**config.mk**
```make
export PLATFORM = sky130hd
export DESIGN_NAME = mpeg_audio_header_decode_unit
export DESIGN_NICKNAME = d
export VERILOG_FILES = /design/src/hw/rtl/mahd_pkg.sv /design/src/hw/rtl/mpeg_audio_header_decode_unit.sv
export VERILOG_INCLUDE_DIRS = /design/src /design/src/hw/rtl
export SDC_FILE = /design/constraint.sdc
export NUM_CORES = 1
export LEC_CHECK = 0
export BUFFER_PORTS_ARGS = -buffer_cell sky130_fd_sc_hd__buf_2
export CORE_ASPECT_RATIO = 0.6
export CORE_MARGIN = 3
export CORE_UTILIZATION = 59
export CTS_BUF_LIST = sky130_fd_sc_hd__clkbuf_4 sky130_fd_sc_hd__clkbuf_8
export CTS_CLUSTER_DIAMETER = 150
export CTS_CLUSTER_SIZE = 10
export DETAILED_ROUTE_END_ITERATION = 7
export HOLD_SLACK_MARGIN = 0.03
export PLACE_DENSITY = 0.89
export SLEW_MARGIN = 20
export SYNTH_ARGS = -nofsm -noshare
export SYNTH_HDL_FRONTEND = slang
export SYNTH_SLANG_ARGS = --single-unit
```
**constraint.sdc**
```tcl
create_clock -name clk -period 7.5 [get_ports clk]
set_clock_uncertainty 0.2 [all_clocks]
set_input_delay 1.125 -clock clk [delete_from_list [all_inputs] [get_ports clk]]
set_output_delay 1.125 -clock clk [all_outputs]
set_load 0.02 [all_outputs]
```
**src/hw/rtl/assert_macros.svh**
```systemverilog
// Assertion helpers for the RTL; the decode unit includes them.
`ifndef ASSERT_MACROS_SVH
`define ASSERT_MACROS_SVH

// The consequent must hold in the same cycle as the antecedent.
`define ASSERT_SAME(label, clk, rst, ante, cons) \
  label: assert property (@(posedge clk) disable iff (rst) (ante) |-> (cons)) \
    else $error("same-cycle check failed");

// The consequent must hold in the cycle after the antecedent.
`define ASSERT_NEXT(label, clk, rst, ante, cons) \
  label: assert property (@(posedge clk) disable iff (rst) (ante) |=> (cons)) \
    else $error("next-cycle check failed");

`endif

```
**src/hw/rtl/mahd_pkg.sv**
```systemverilog
`default_nettype none

package mahd_pkg;

  // Header field codes.
  localparam logic [31:0] SYNC_MASK = 32'hFFE0_0000;
  localparam logic [1:0]  VER_25    = 2'd0;
  localparam logic [1:0]  VER_RSVD  = 2'd1;
  localparam logic [1:0]  VER_2     = 2'd2;
  localparam logic [1:0]  VER_1     = 2'd3;
  localparam logic [1:0]  LAY_RSVD  = 2'd0;
  localparam logic [1:0]  LAY_3     = 2'd1;
  localparam logic [1:0]  LAY_2     = 2'd2;
  localparam logic [1:0]  LAY_1     = 2'd3;
  localparam logic [1:0]  MODE_MONO = 2'd3;
  localparam logic [1:0]  SRI_RSVD  = 2'd3;
  localparam logic [3:0]  BRI_FREE  = 4'd0;
  localparam logic [3:0]  BRI_BAD   = 4'd15;

  // Samples per frame.
  localparam logic [10:0] SPF_L1     = 11'd384;
  localparam logic [10:0] SPF_L23_V1 = 11'd1152;
  localparam logic [10:0] SPF_L23_V2 = 11'd576;

  // Channel counts.
  localparam logic [1:0] CHAN_MONO   = 2'd1;
  localparam logic [1:0] CHAN_STEREO = 2'd2;

  // Base sampling rates by sample-rate index.
  localparam logic [15:0] RATE_44K1 = 16'd44100;
  localparam logic [15:0] RATE_48K  = 16'd48000;
  localparam logic [15:0] RATE_32K  = 16'd32000;

  // Frame length is kbps * NUM / DEN with the fraction reduced per case.
  localparam int X_W         = 17;
  localparam int RECIP_SHIFT = 24;
  localparam int RECIP_W     = RECIP_SHIFT + 1;
  localparam logic [7:0] DEN_1   = 8'd1;
  localparam logic [7:0] DEN_2   = 8'd2;
  localparam logic [7:0] DEN_4   = 8'd4;
  localparam logic [7:0] DEN_8   = 8'd8;
  localparam logic [7:0] DEN_49  = 8'd49;
  localparam logic [7:0] DEN_147 = 8'd147;
  localparam logic [RECIP_W-1:0] RECIP_1   = RECIP_W'(64'd1 << RECIP_SHIFT);
  localparam logic [RECIP_W-1:0] RECIP_2   = RECIP_W'((64'd1 << RECIP_SHIFT) / 2);
  localparam logic [RECIP_W-1:0] RECIP_4   = RECIP_W'((64'd1 << RECIP_SHIFT) / 4);
  localparam logic [RECIP_W-1:0] RECIP_8   = RECIP_W'((64'd1 << RECIP_SHIFT) / 8);
  localparam logic [RECIP_W-1:0] RECIP_49  = RECIP_W'((64'd1 << RECIP_SHIFT) / 49);
  localparam logic [RECIP_W-1:0] RECIP_147 = RECIP_W'((64'd1 << RECIP_SHIFT) / 147);

  // Bitrate tables indexed by the raw bitrate index; 0 and 15 are unused.
  localparam logic [8:0] KBPS_V1_L1 [16] = '{9'd0, 9'd32, 9'd64, 9'd96, 9'd128, 9'd160,
    9'd192, 9'd224, 9'd256, 9'd288, 9'd320, 9'd352, 9'd384, 9'd416, 9'd448, 9'd0};
  localparam logic [8:0] KBPS_V2_L1 [16] = '{9'd0, 9'd32, 9'd48, 9'd56, 9'd64, 9'd80,
    9'd96, 9'd112, 9'd128, 9'd144, 9'd160, 9'd176, 9'd192, 9'd224, 9'd256, 9'd0};
  localparam logic [8:0] KBPS_V1_L2 [16] = '{9'd0, 9'd32, 9'd48, 9'd56, 9'd64, 9'd80,
    9'd96, 9'd112, 9'd128, 9'd160, 9'd192, 9'd224, 9'd256, 9'd320, 9'd384, 9'd0};
  localparam logic [8:0] KBPS_V1_L3 [16] = '{9'd0, 9'd32, 9'd40, 9'd48, 9'd56, 9'd64,
    9'd80, 9'd96, 9'd112, 9'd128, 9'd160, 9'd192, 9'd224, 9'd256, 9'd320, 9'd0};
  localparam logic [8:0] KBPS_V2_L23 [16] = '{9'd0, 9'd8, 9'd16, 9'd24, 9'd32, 9'd40,
    9'd48, 9'd56, 9'd64, 9'd80, 9'd96, 9'd112, 9'd128, 9'd144, 9'd160, 9'd0};

  // Decoded fields that travel beside the frame length arithmetic.
  typedef struct packed {
    logic        ok;
    logic        lay1;
    logic        pad;
    logic [15:0] rate;
    logic [1:0]  chan;
    logic [8:0]  kbps;
    logic [10:0] spf;
  } info_t;

  typedef struct packed {
    logic [8:0] num;
    logic [7:0] den;
  } ratio_t;

  // Bitrate in kbit/s for a version, layer and bitrate index.
  function automatic logic [8:0] kbps_lookup(input logic [1:0] ver, input logic [1:0] lay,
                                             input logic [3:0] bri);
    logic [8:0] kbps;
    if (lay == LAY_1) begin
      kbps = (ver == VER_1) ? KBPS_V1_L1[bri] : KBPS_V2_L1[bri];
    end else if (ver == VER_1) begin
      kbps = (lay == LAY_2) ? KBPS_V1_L2[bri] : KBPS_V1_L3[bri];
    end else begin
      kbps = KBPS_V2_L23[bri];
    end
    return kbps;
  endfunction

  // Sampling rate: base rate, halved for V2 and quartered for V2.5.
  function automatic logic [15:0] rate_lookup(input logic [1:0] ver, input logic [1:0] sri);
    logic [15:0] base;
    logic [15:0] rate;
    case (sri)
      2'd0:    base = RATE_44K1;
      2'd1:    base = RATE_48K;
      2'd2:    base = RATE_32K;
      default: base = '0;
    endcase
    case (ver)
      VER_2:   rate = base >> 1;
      VER_25:  rate = base >> 2;
      default: rate = base;
    endcase
    return rate;
  endfunction

  // Reduced fraction that turns kbps into bytes, or layer I slots, before padding.
  function automatic ratio_t ratio_lookup(input logic lay1, input logic [1:0] ver,
                                          input logic [1:0] sri);
    ratio_t r;
    r = '{num: 9'd0, den: DEN_1};
    if (lay1) begin
      unique case (ver)
        VER_1: begin
          case (sri)
            2'd0:    r = '{num: 9'd40, den: DEN_147};
            2'd1:    r = '{num: 9'd1, den: DEN_4};
            default: r = '{num: 9'd3, den: DEN_8};
          endcase
        end
        VER_2: begin
          case (sri)
            2'd0:    r = '{num: 9'd80, den: DEN_147};
            2'd1:    r = '{num: 9'd1, den: DEN_2};
            default: r = '{num: 9'd3, den: DEN_4};
          endcase
        end
        default: begin
          case (sri)
            2'd0:    r = '{num: 9'd160, den: DEN_147};
            2'd1:    r = '{num: 9'd1, den: DEN_1};
            default: r = '{num: 9'd3, den: DEN_2};
          endcase
        end
      endcase
    end else if (ver == VER_25) begin
      case (sri)
        2'd0:    r = '{num: 9'd320, den: DEN_49};
        2'd1:    r = '{num: 9'd6, den: DEN_1};
        default: r = '{num: 9'd9, den: DEN_1};
      endcase
    end else begin
      case (sri)
        2'd0:    r = '{num: 9'd160, den: DEN_49};
        2'd1:    r = '{num: 9'd3, den: DEN_1};
        default: r = '{num: 9'd9, den: DEN_2};
      endcase
    end
    return r;
  endfunction

  // Scaled reciprocal of a denominator; it never overestimates the quotient.
  function automatic logic [RECIP_W-1:0] recip_lookup(input logic [7:0] den);
    logic [RECIP_W-1:0] m;
    unique case (den)
      DEN_1:   m = RECIP_1;
      DEN_2:   m = RECIP_2;
      DEN_4:   m = RECIP_4;
      DEN_8:   m = RECIP_8;
      DEN_49:  m = RECIP_49;
      DEN_147: m = RECIP_147;
      default: m = '0;
    endcase
    return m;
  endfunction

endpackage

`default_nettype wire

```
**src/hw/rtl/mpeg_audio_header_decode_unit.sv**
```systemverilog
// An accepted header moves through the stage 1, 2 and 3 registers into the output register.
// Throughput: one header per cycle; the four-stage pipeline moves as a whole and holds
// only while a finished result is stalled at the output.
// Reset: synchronous active-high rst clears all stage valid bits; no clearing pass.
// Stages: decode and table lookups, bitrate multiply, reciprocal multiply, correction.
`default_nettype none
`include "assert_macros.svh"

module mpeg_audio_header_decode_unit import mahd_pkg::*; (
  input  wire logic        clk,
  input  wire logic        rst,
  input  wire logic        in_valid,
  output logic             in_stall,
  input  wire logic [31:0] header_word,
  output logic             out_valid,
  input  wire logic        out_stall,
  output logic             header_ok,
  output logic [10:0]      frame_bytes,
  output logic [15:0]      sample_rate_hz,
  output logic [1:0]       channel_count,
  output logic [8:0]       bitrate_kbps,
  output logic [10:0]      samples_per_frame
);

  // The whole pipeline advances unless a finished result is held at the output.
  logic adv;
  assign adv      = !out_valid || !out_stall;
  assign in_stall = !adv;

  // Stage 1: field checks and table lookups.
  logic [1:0] ver;
  logic [1:0] lay;
  logic [3:0] bri;
  logic [1:0] sri;
  logic       hdr_ok;
  info_t      info1_next;
  ratio_t     ratio1_next;

  assign ver = header_word[20:19];
  assign lay = header_word[18:17];
  assign bri = header_word[15:12];
  assign sri = header_word[11:10];

  always_comb begin
    hdr_ok = ((header_word & SYNC_MASK) == SYNC_MASK) && (ver != VER_RSVD)
             && (lay != LAY_RSVD) && (bri != BRI_FREE) && (bri != BRI_BAD)
             && (sri != SRI_RSVD);
    info1_next.ok   = hdr_ok;
    info1_next.lay1 = hdr_ok && (lay == LAY_1);
    info1_next.pad  = hdr_ok && header_word[9];
    info1_next.rate = hdr_ok ? rate_lookup(ver, sri) : '0;
    info1_next.chan = !hdr_ok ? 2'd0
                    : (header_word[7:6] == MODE_MONO) ? CHAN_MONO : CHAN_STEREO;
    info1_next.kbps = hdr_ok ? kbps_lookup(ver, lay, bri) : '0;
    if (!hdr_ok) begin
      info1_next.spf = SPF_L23_V1;
    end else if (lay == LAY_1) begin
      info1_next.spf = SPF_L1;
    end else if (ver == VER_1) begin
      info1_next.spf = SPF_L23_V1;
    end else begin
      info1_next.spf = SPF_L23_V2;
    end
    ratio1_next = hdr_ok ? ratio_lookup(lay == LAY_1, ver, sri)
                         : ratio_t'{num: 9'd0, den: DEN_1};
  end

  logic   v1;
  info_t  info1;
  ratio_t ratio1;

  always_ff @(posedge clk) begin
    if (rst) begin
      v1 <= 1'b0;
    end else if (adv) begin
      v1 <= in_valid;
    end
  end

  always_ff @(posedge clk) begin
    if (adv) begin
      info1  <= info1_next;
      ratio1 <= ratio1_next;
    end
  end

  // Stage 2: scale the bitrate by the numerator of the fraction.
  logic [17:0] x_full;
  assign x_full = {9'd0, info1.kbps} * {9'd0, ratio1.num};

  logic               v2;
  info_t              info2;
  logic [X_W-1:0]     x2;
  logic [7:0]         den2;
  logic [RECIP_W-1:0] recip2;

  always_ff @(posedge clk) begin
    if (rst) begin
      v2 <= 1'b0;
    end else if (adv) begin
      v2 <= v1;
    end
  end

  always_ff @(posedge clk) begin
    if (adv) begin
      info2  <= info1;
      x2     <= x_full[X_W-1:0];
      den2   <= ratio1.den;
      recip2 <= recip_lookup(ratio1.den);
    end
  end

  // Stage 3: quotient estimate by reciprocal multiply; it is exact or one low.
  logic [X_W+RECIP_W-1:0] qprod;
  assign qprod = {{RECIP_W{1'b0}}, x2} * {{X_W{1'b0}}, recip2};

  logic           v3;
  info_t          info3;
  logic [X_W-1:0] x3;
  logic [7:0]     den3;
  logic [X_W-1:0] q3;

  always_ff @(posedge clk) begin
    if (rst) begin
      v3 <= 1'b0;
    end else if (adv) begin
      v3 <= v2;
    end
  end

  always_ff @(posedge clk) begin
    if (adv) begin
      info3 <= info2;
      x3    <= x2;
      den3  <= den2;
      q3    <= qprod[RECIP_SHIFT +: X_W];
    end
  end

  // Stage 4: correct the quotient, add padding and scale layer I slots to bytes.
  logic [X_W+7:0] qden;
  logic [X_W:0]   rem;
  logic [X_W-1:0] q_fix;
  logic [X_W-1:0] slots;
  logic [10:0]    bytes_next;

  always_comb begin
    qden  = {8'd0, q3} * {{X_W{1'b0}}, den3};
    rem   = {1'b0, x3} - qden[X_W:0];
    q_fix = q3 + X_W'(rem >= {{(X_W-7){1'b0}}, den3});
    slots = q_fix + X_W'(info3.pad);
    bytes_next = info3.lay1 ? 11'({slots, 2'b00}) : 11'(slots);
  end

  always_ff @(posedge clk) begin
    if (rst) begin
      out_valid <= 1'b0;
    end else if (adv) begin
      out_valid <= v3;
    end
  end

  always_ff @(posedge clk) begin
    if (adv) begin
      header_ok         <= info3.ok;
      frame_bytes       <= bytes_next;
      sample_rate_hz    <= info3.rate;
      channel_count     <= info3.chan;
      bitrate_kbps      <= info3.kbps;
      samples_per_frame <= info3.spf;
    end
  end

  // A rejected header leaves every decoded field at its invalid value.
  `ASSERT_SAME(a_invalid_zero, clk, rst, out_valid && !header_ok,
    frame_bytes == 11'd0 && sample_rate_hz == 16'd0 && channel_count == 2'd0 &&
    bitrate_kbps == 9'd0 && samples_per_frame == SPF_L23_V1)
  // A decoded header always has a channel count and a legal frame size.
  `ASSERT_SAME(a_ok_fields, clk, rst, out_valid && header_ok,
    channel_count != 2'd0 && frame_bytes != 11'd0 &&
    (samples_per_frame == SPF_L1 || samples_per_frame == SPF_L23_V1 ||
     samples_per_frame == SPF_L23_V2))
  // An item in the last stage is never dropped while the output is held.
  `ASSERT_NEXT(a_hold_keeps_item, clk, rst, v3 && !adv, v3 && out_valid)
  // An input transfer always lands in the first stage.
  `ASSERT_NEXT(a_accept_enters, clk, rst, in_valid && !in_stall, v1)
  // The corrected quotient never needs a second correction step.
  `ASSERT_SAME(a_rem_bound, clk, rst, v3,
    rem < {{(X_W-8){1'b0}}, den3, 1'b0})

endmodule

`default_nettype wire
```
==> summary.md, run 1 <==
| Metric | Value |
|---|---|
| Most frequent CP cell | fa_1 |
| DRT iter0 DRCs | 1351 |
| Slew headroom | 0.303 |
| Multiplexer share of the synthesized area | 0.00609 |
| # Max-Cap Violations | 0 |
| Final Cycle Share | 0.970 |
| CP Launch Type | register |
| Max incr delay on CP | 0.59 ns |
| Maximum number of pins on one net before global-route repair | 132 |
| Clock sinks | 211 |
| Lkg Pwr | 0.0118 uW |
| Core Area | 35500 um2 |
| Largest family of logic cells by synthesized area | adder cells |
| Clk slew on worst S/H paths | 0.10 ns |
| DRC viols | 0 |
| Commonest non-fill, non-tap cell in the layout | inv_1 |
| Xor and xnor fraction of the mapped netlist area | 0.0234 |
| Num CTS Buffers | 25 |
| Setup TNS | 0 ns |
| # nets final | 2675 |
| Crit-path slowest cell | edfxtp_1 |
| Busiest grt layer | met2 |
| Synth Area in Adders | 0.408 |
| Initial antenna violation count | 0 |
| CTS tree | done |
| Worst Hold Class | reg2reg |
| Simple-gate share of the synthesized area | 0.115 |
| Setup crit end kind | register |
| Port-buffer cells | 69 |
| Max clock buf depth | 3 |
| Starting Density | 0.607 |
| #FFs+latches synth | 211 |
| Vias in the first global route | 15200 |
| Main synth FF type | edfxtp_1 |
| Syn Inst Count | 2026 |
| FP Rows | 53 |
| GRT Total Usage | 0.252 |
| Synth Area in Compound Gates | 0.0637 |
| Global routing usage on met2 | 0.375 |
| H-tree Lvls | 1 |
| Post-layout min period | 7.27 ns |
| Post-synth cell types | 75 |
| M1 GR Usage | 0.367 |
| Die X-Extent | 253 um |
| Yosys top cell by area | edfxtp_1 |
| Post-detail-place hpwl | 38.4 mm |
| Die area | 39000 um2 |
| Setup CP Type | reg2reg |
| Post-synth top area share | 0.288 |
| Slew @ Worst Pin | 1.04 ns |
| Endpoints failing setup | 0 |
| Syn Std Cell Area | 21600 um2 |
| Register area share after synthesis | 0.292 |
| Peak supply drop | 0.125 mV |
| DR WL/cell | 18.5 um |
| Io pins | 88 |
| Fillers | 2613 |
| GPL Wtd Cong | 1.07 |
| Pins over their slew limit | 0 |
| Post-layout util | 0.648 |
| Area grow syn2layout | 6.69% |
| Clock root buffer | clkbuf_8 |
| Fraction of layout instances using a drive strength above 1 | 0.0747 |
| RSZ-0062 raised after global routing | true |
| Avg Cell Area, Syn | 10.7 um2 |
| WP data arrival | 7.38 ns |
| Final hold violation count | 0 |
| Total number of yosys warnings | 0 |
| Antenna Diode Count | 0 |
| Ys async rst share | 0 |
| Ranking of synthesized cells by area | edfxtp_1, fa_1, ha_1 |
| Post-synth EDFFs | 207 |
| Vias/cell | 5.63 |
| Antenna viol nets, final | 0 |
| Max Clk Rate | 137 MHz |
| Outcome | finished clean |
| Met3 Use GR | 0.0840 |
| Total grt overflow | 0 |
| CP max FO | 12 |
| CP required | 7.60 ns |
| Cell Pwr Density | 113 nW/um2 |
| Worst skew pair latency | 0.59 ns |
| First-pass GRT wire length | 77.9 mm |
| DR pass1 iterations | 5 |
| Die span in y | 154 um |
| Via count | 14500 |
| Most frequent cells in the layout | inv_1, fa_1, ha_1, edfxtp_1, and2_1 |
| Final WL | 47.8 mm |
==> registers in the layout (all words and copies together), names as in the netlist, 11 cells and up <==
name,count
info3,29
sample_rate_hz,14
q3,17
info2,29
frame_bytes,11
x3,14
x2,14
ratio1,16
info1,29
==> per-layer routing <==
layer / part of all wire / wire length, um
met5: 0 / 0
met4: 0.019 / 902
met3: 0.10 / 5020
met2: 0.44 / 20900
met1: 0.44 / 21000
==> path summary, 6_finish.rpt <==
path | end | startpoint | slack [ns] | cells after the start
setup / recovery | frame_bytes[10] | q3[8] | 0.23 | 25
hold / removal | header_ok | info3[40] | 0.20 | 0
setup reg to reg | frame_bytes[10] | q3[8] | 0.23 | 25
hold reg to reg | header_ok | info3[40] | 0.20 | 0
==> cell families after synthesis <==
group | after synthesis
compound gates | 203
fa+ha+maj | 535
xor+xnor | 56
buf+inv | 518
mux | 13
simple gates | 489
flops | 211
other cells | 1
==> power breakdown <==
part | switching (uW) | internal, uW | total (uW)
Combinational | 275 | 189 | 465
Clock | 421 | 365 | 786
Sequential | 29.2 | 1320 | 1350
==> cell usage after synthesis (3+ instances only) <==
cell type	count
a211o_1	3
a211oi_1	16
a21o_1	15
a21oi_1	71
a31oi_1	8
and2_1	178
and3_1	11
buf_4	12
clkbuf_1	45
dfxtp_1	4
edfxtp_1	207
fa_1	281
ha_1	254
inv_1	457
mux2i_1	12
nand2_1	150
nand2b_1	7
nand3_1	26
nand4_1	4
nand4b_1	3
nor2_1	70
nor2b_1	6
nor3_1	11
nor3b_1	3
nor4_1	7
o211ai_1	10
o21a_1	4
o21ai_0	27
o21bai_1	3
o31ai_1	4
or2_2	3
or3_1	4
xnor2_1	43
xor2_1	12
==> area by class of cell <==
cell class,count,area (um2),share of cell area
Sequential cell,211,6300,0.273
Clock inverter,2,20.0,0.000869
Tap cell,467,584,0.0254
Clock buffer,36,427,0.0185
Multi-Input combinational cell,1306,13400,0.580
Inverter,458,1720,0.0746
Timing Repair Buffer,102,621,0.0269
==> worst max-delay path, delay by kind of cell (launching register included) <==
kind,cells,cell delay [ns]
buf+inv,4,0.23
simple gates,9,1.91
fa+ha+maj,7,3.02
compound gates,5,1.03
flops,1,0.59
==> what timing repair did <==
| action | 4_1_cts | 5_1_grt |
|---|---|---|
| gates resized for setup | 0 | 3 |
| buffers inserted | 0 | 16 |
| hold buffers | 0 | 0 |
| setup endpoints to repair | 0 | 6 |
==> through the flow <==
step	setup WS [ns]	hold slack, ns	total power, uW	instances	cell area (um2)
floorplan	0.891	0.200	1710	2035	21600
global placement	0.336	0.200	1800	2528	22400
detailed placement	0.132	0.205	1820	2528	22400
CTS	0.143	0.207	2600	2566	22900
global route	-0.116	0.221	2710	2582	23000
finish	0.227	0.203	2600	2582	23000
No activity file was read; power rests on OpenSTA's default activity.
==> inputs of run 2 (changes only) <==
--- a/config.mk
+++ b/config.mk
@@ -6,6 +6,7 @@
 export SDC_FILE = /design/constraint.sdc
 export NUM_CORES = 1
 export LEC_CHECK = 0
+export ABC_AREA = 1
 export BUFFER_PORTS_ARGS = -buffer_cell sky130_fd_sc_hd__buf_2
 export CORE_ASPECT_RATIO = 0.6
 export CORE_MARGIN = 3
==> run 2 against run 1 <==
  * Synthesized area is 5.0% higher
  * Sequential power hardly changed
  * Setup slack better by 0.26 ns
  * Sequential share of layout area is 1.0 points lower
  * Hold slack better by 0.0023 ns
  * Core utilization is 0.34 points lower
  * Clock power is 1% lower
  * First-iteration DRC count is 35% higher
  * Die area is 4.8% higher
  * Routed wire length is 12% higher
  * Fmax is 3.7% higher
==> summary.md, run 2 <==
| Metric | Value |
|---|---|
| Commonest cells post-synth | inv_1, nand2_1, fa_1, ha_1, edfxtp_1 |
| Worst Hold Class | reg2reg |
| Setup CP Type | reg2reg |
| Starting Density | 0.611 (+0.00358) |
| Layout Cells excl Fill | 3073 (+19%) |
| Top-count cell post-synth | inv_1 |
| # Max-Cap Violations | 0 (unchanged) |
| Outcome | finished clean |
| DRT iter0 DRCs | 1830 (+35%) |
| Multiplexer share of the synthesized area | 0 (-0.00609) |
| Post-CTS resize count | 0 (unchanged) |
| Syn Inst Count | 2500 (+23%) |
| Num CTS Buffers | 25 (unchanged) |
| RSZ-0062 raised after global routing | false |
| Xor and xnor fraction of the mapped netlist area | 0.0189 (-0.00442) |
| Endpoints failing setup | 0 (unchanged) |
| Max Clk Rate | 143 MHz (+3.7%) |
| Vias in the first global route | 16800 (+11%) |
| Main synth FF type | edfxtp_1 |
| Max clock buf depth | 3 (unchanged) |
| Antenna viol nets, final | 0 (unchanged) |
| Final WS setup | 0.486 ns (+0.259 ns) |
| WP data arrival | 7.14 ns (-0.24 ns) |
| Vias/cell | 5.37 (-4.6%) |
| Dpl cell area | 23500 um2 (+4.6%) |
| Place WS | 0.647 ns (+0.515 ns) |
| Crit-path slowest cell | edfxtp_1 |
| Area of the multi-input gates | 13400 um2 (+0.18%) |
| R2R depth | 30 (+20%) |
| Antenna Diode Count | 0 (unchanged) |
| Cell Pwr Density | 115 nW/um2 (+2.3%) |
| Clock sinks | 211 (unchanged) |
| Critical path startpoint | den3[3] |
| Simple-gate share of the synthesized area | 0.134 (+0.0188) |
| Final WL | 53.6 mm (+12%) |
| #FFs+latches synth | 211 (unchanged) |
| Post-synth cell types | 55 (-27%) |
| Total grt overflow | 0 (unchanged) |
| Final instance area | 23900 um2 (+3.8%) |
| Peak supply drop | 0.115 mV (-7.6%) |
| Post-synth EDFFs | 207 (unchanged) |
| FP Rows | 54 (+1.9%) |
| DR pass1 iterations | 6 (+1) |
| R2R Path Start | den3[3] |
| CTS tree | done |
| Die span in y | 158 um (+2.4%) |
| Worst skew pair latency | 0.59 ns (about the same) |
| Synth Area in Compound Gates | 0.0471 (-0.0165) |
| Die X-Extent | 259 um (+2.4%) |
| Port-buffer cells | 69 (unchanged) |
| Final Cycle Share | 0.935 (-0.0345) |
| Fraction of layout instances using a drive strength above 1 | 0.0549 (-0.0198) |
| Die area | 40900 um2 (+4.8%) |
| Post-layout min period | 7.01 ns (-0.259 ns) |
| Most frequent CP cell | nand2_1 |
| GRT Total Usage | 0.271 (+0.0195) |
| R2R Setup Slk | 0.49 ns (+0.26 ns) |
| Fillers | 2921 (+12%) |
| Largest family of logic cells by synthesized area | adder cells |
| Yosys top cell by area | edfxtp_1 |
| GPL Wtd Cong | 0.982 (-8.2%) |
| Most frequent cells in the layout | inv_1, nand2_1, fa_1, ha_1, edfxtp_1 |
| DR WL/cell | 17.4 um (-5.8%) |
| Post-detail-place hpwl | 44.2 mm (+15%) |
| Avg Cell Area, Syn | 9.07 um2 (-15%) |
| Final hold violation count | 0 (unchanged) |
| DRC viols | 0 (unchanged) |
| Slew headroom | 0.354 (+0.0508) |
| Max incr delay on CP | 0.83 ns (+0.24 ns) |
| Register area share after synthesis | 0.278 (-0.0138) |
| Placed cells | 3034 (+20%) |
| Total number of yosys warnings | 0 (unchanged) |
| CP Launch Type | register |
| Largest regs | info1: 29 flops, info2: 29 flops, info3: 29 flops |
| Hold Path Cell Cnt | 0 (unchanged) |
| Core Area | 37100 um2 (+4.4%) |
| Ys async rst share | 0 (unchanged) |
| Pins over their slew limit | 0 (unchanged) |
| # nets final | 3128 (+17%) |
| Lkg Pwr | 0.0138 uW (+17%) |
| CP endpoint | frame_bytes[10] |
| CP required | 7.62 ns (+0.02 ns) |
| Area grow syn2layout | 5.50% |
| Ranking of synthesized cells by area | edfxtp_1, fa_1, ha_1 |
| Setup crit end kind | register |
| Maximum number of pins on one net before global-route repair | 81 (-39%) |
| Clock root buffer | clkbuf_8 |
| Syn Std Cell Area | 22700 um2 (+5.0%) |
| Commonest non-fill, non-tap cell in the layout | inv_1 |
| Clk slew on worst S/H paths | 0.08 ns (-0.02 ns) |
| Postcts setup bufs | 0 (unchanged) |
| Synth Area in Adders | 0.388 (-0.0193) |
| H-tree Lvls | 1 (unchanged) |
| Slew @ Worst Pin | 0.969 ns (-0.0762 ns) |
| Via count | 16500 (+14%) |
| Setup TNS | 0 ns (unchanged) |
| CP max FO | 16 (+4) |
| Worst R2R End | frame_bytes[10] |
| Initial antenna violation count | 0 (unchanged) |
| FF+latch area | 6300 um2 (unchanged) |
| First-pass GRT wire length | 86.9 mm (+12%) |
| Hold Buf Count CTS | 0 (unchanged) |
| Post-synth top area share | 0.274 (-0.0136) |
| Io pins | 88 (unchanged) |
==> run 2: cell types whose count changed in the layout (fill, tap and decap cells not counted), moves of 12 or more <==
cell,before,now
a211oi_1,16,1
xnor2_1,43,19
xor2_1,12,30
buf_4,29,4
nand2_1,149,519
nor2_1,70,102
and2_1,178,1
mux2i_1,12,0
inv_1,457,726
nand3_1,26,57
o21ai_0,27,49
==> run 2: area by class of cell <==
class	count	share of cell area
clock inverters	3	0.000994
clock buffers	36	0.0178
repair buffers	73	0.0157
inverters	735	0.116
flip-flops and latches	211	0.263
well taps	504	0.0264
multi-input cells	1511	0.560
==> run 2: power by group <==
group	internal, uW	switching, uW	leakage, uW	total [uW]
logic	206	397	0.0110	604
registers	1330	49.3	0.00250	1380
clock network	365	413	0.000243	778
==> run 2: worst max-delay path: cells and delay by family, from the launching register on <==
| family | cells | cell delay [ns] |
|---|---|---|
| adder cells (fa/ha/maj) | 7 | 2.78 |
| AND/OR/NAND/NOR | 16 | 2.26 |
| flip-flops | 1 | 0.83 |
| buffers and inverters | 5 | 0.39 |
| XOR/XNOR | 1 | 0.16 |
| AO/OA/AOI/OAI | 1 | 0.08 |
==> run 2: per-stage QoR <==
step / power (uW) / utilization / hold slack, ns
after floorplan: 1830 / - / 0.200
after global placement: 1970 / 0.632 / 0.202
after detailed placement: 1990 / 0.632 / 0.205
after CTS: 2770 / 0.645 / 0.207
after global routing: 2910 / 0.645 / 0.222
final: 2760 / 0.645 / 0.205
==> run 2: kinds of logic after synthesis <==
family / count (synthesis)
compound gates: 184
buf+inv: 787
other cells: 1
xor+xnor: 49
fa+ha+maj: 535
simple gates: 733
flops: 211
==> run 2: how the worst min path moves through the flow <==
stage / start / to / slack (ns)
floorplan: info3[14] / bitrate_kbps[3] / 0.20
global placement: info1[39] / info2[39] / 0.20
detailed placement: info3[20] / channel_count[0] / 0.20
CTS: den2[1] / den3[1] / 0.21
global route: info3[14] / bitrate_kbps[3] / 0.22
finish: den2[1] / den3[1] / 0.21
==> run 2: per-layer routing <==
| layer | up-vias | wire, um | global-route usage |
|---|---|---|---|
| li1 | 7655 | - | - |
| met1 | 7827 | 22800 | 0.389 |
| met2 | 928 | 22200 | 0.399 |
| met3 | 91 | 7540 | 0.0996 |
| met4 | 0 | 1000 | 0.0533 |
| met5 | - | 0 | 0 |
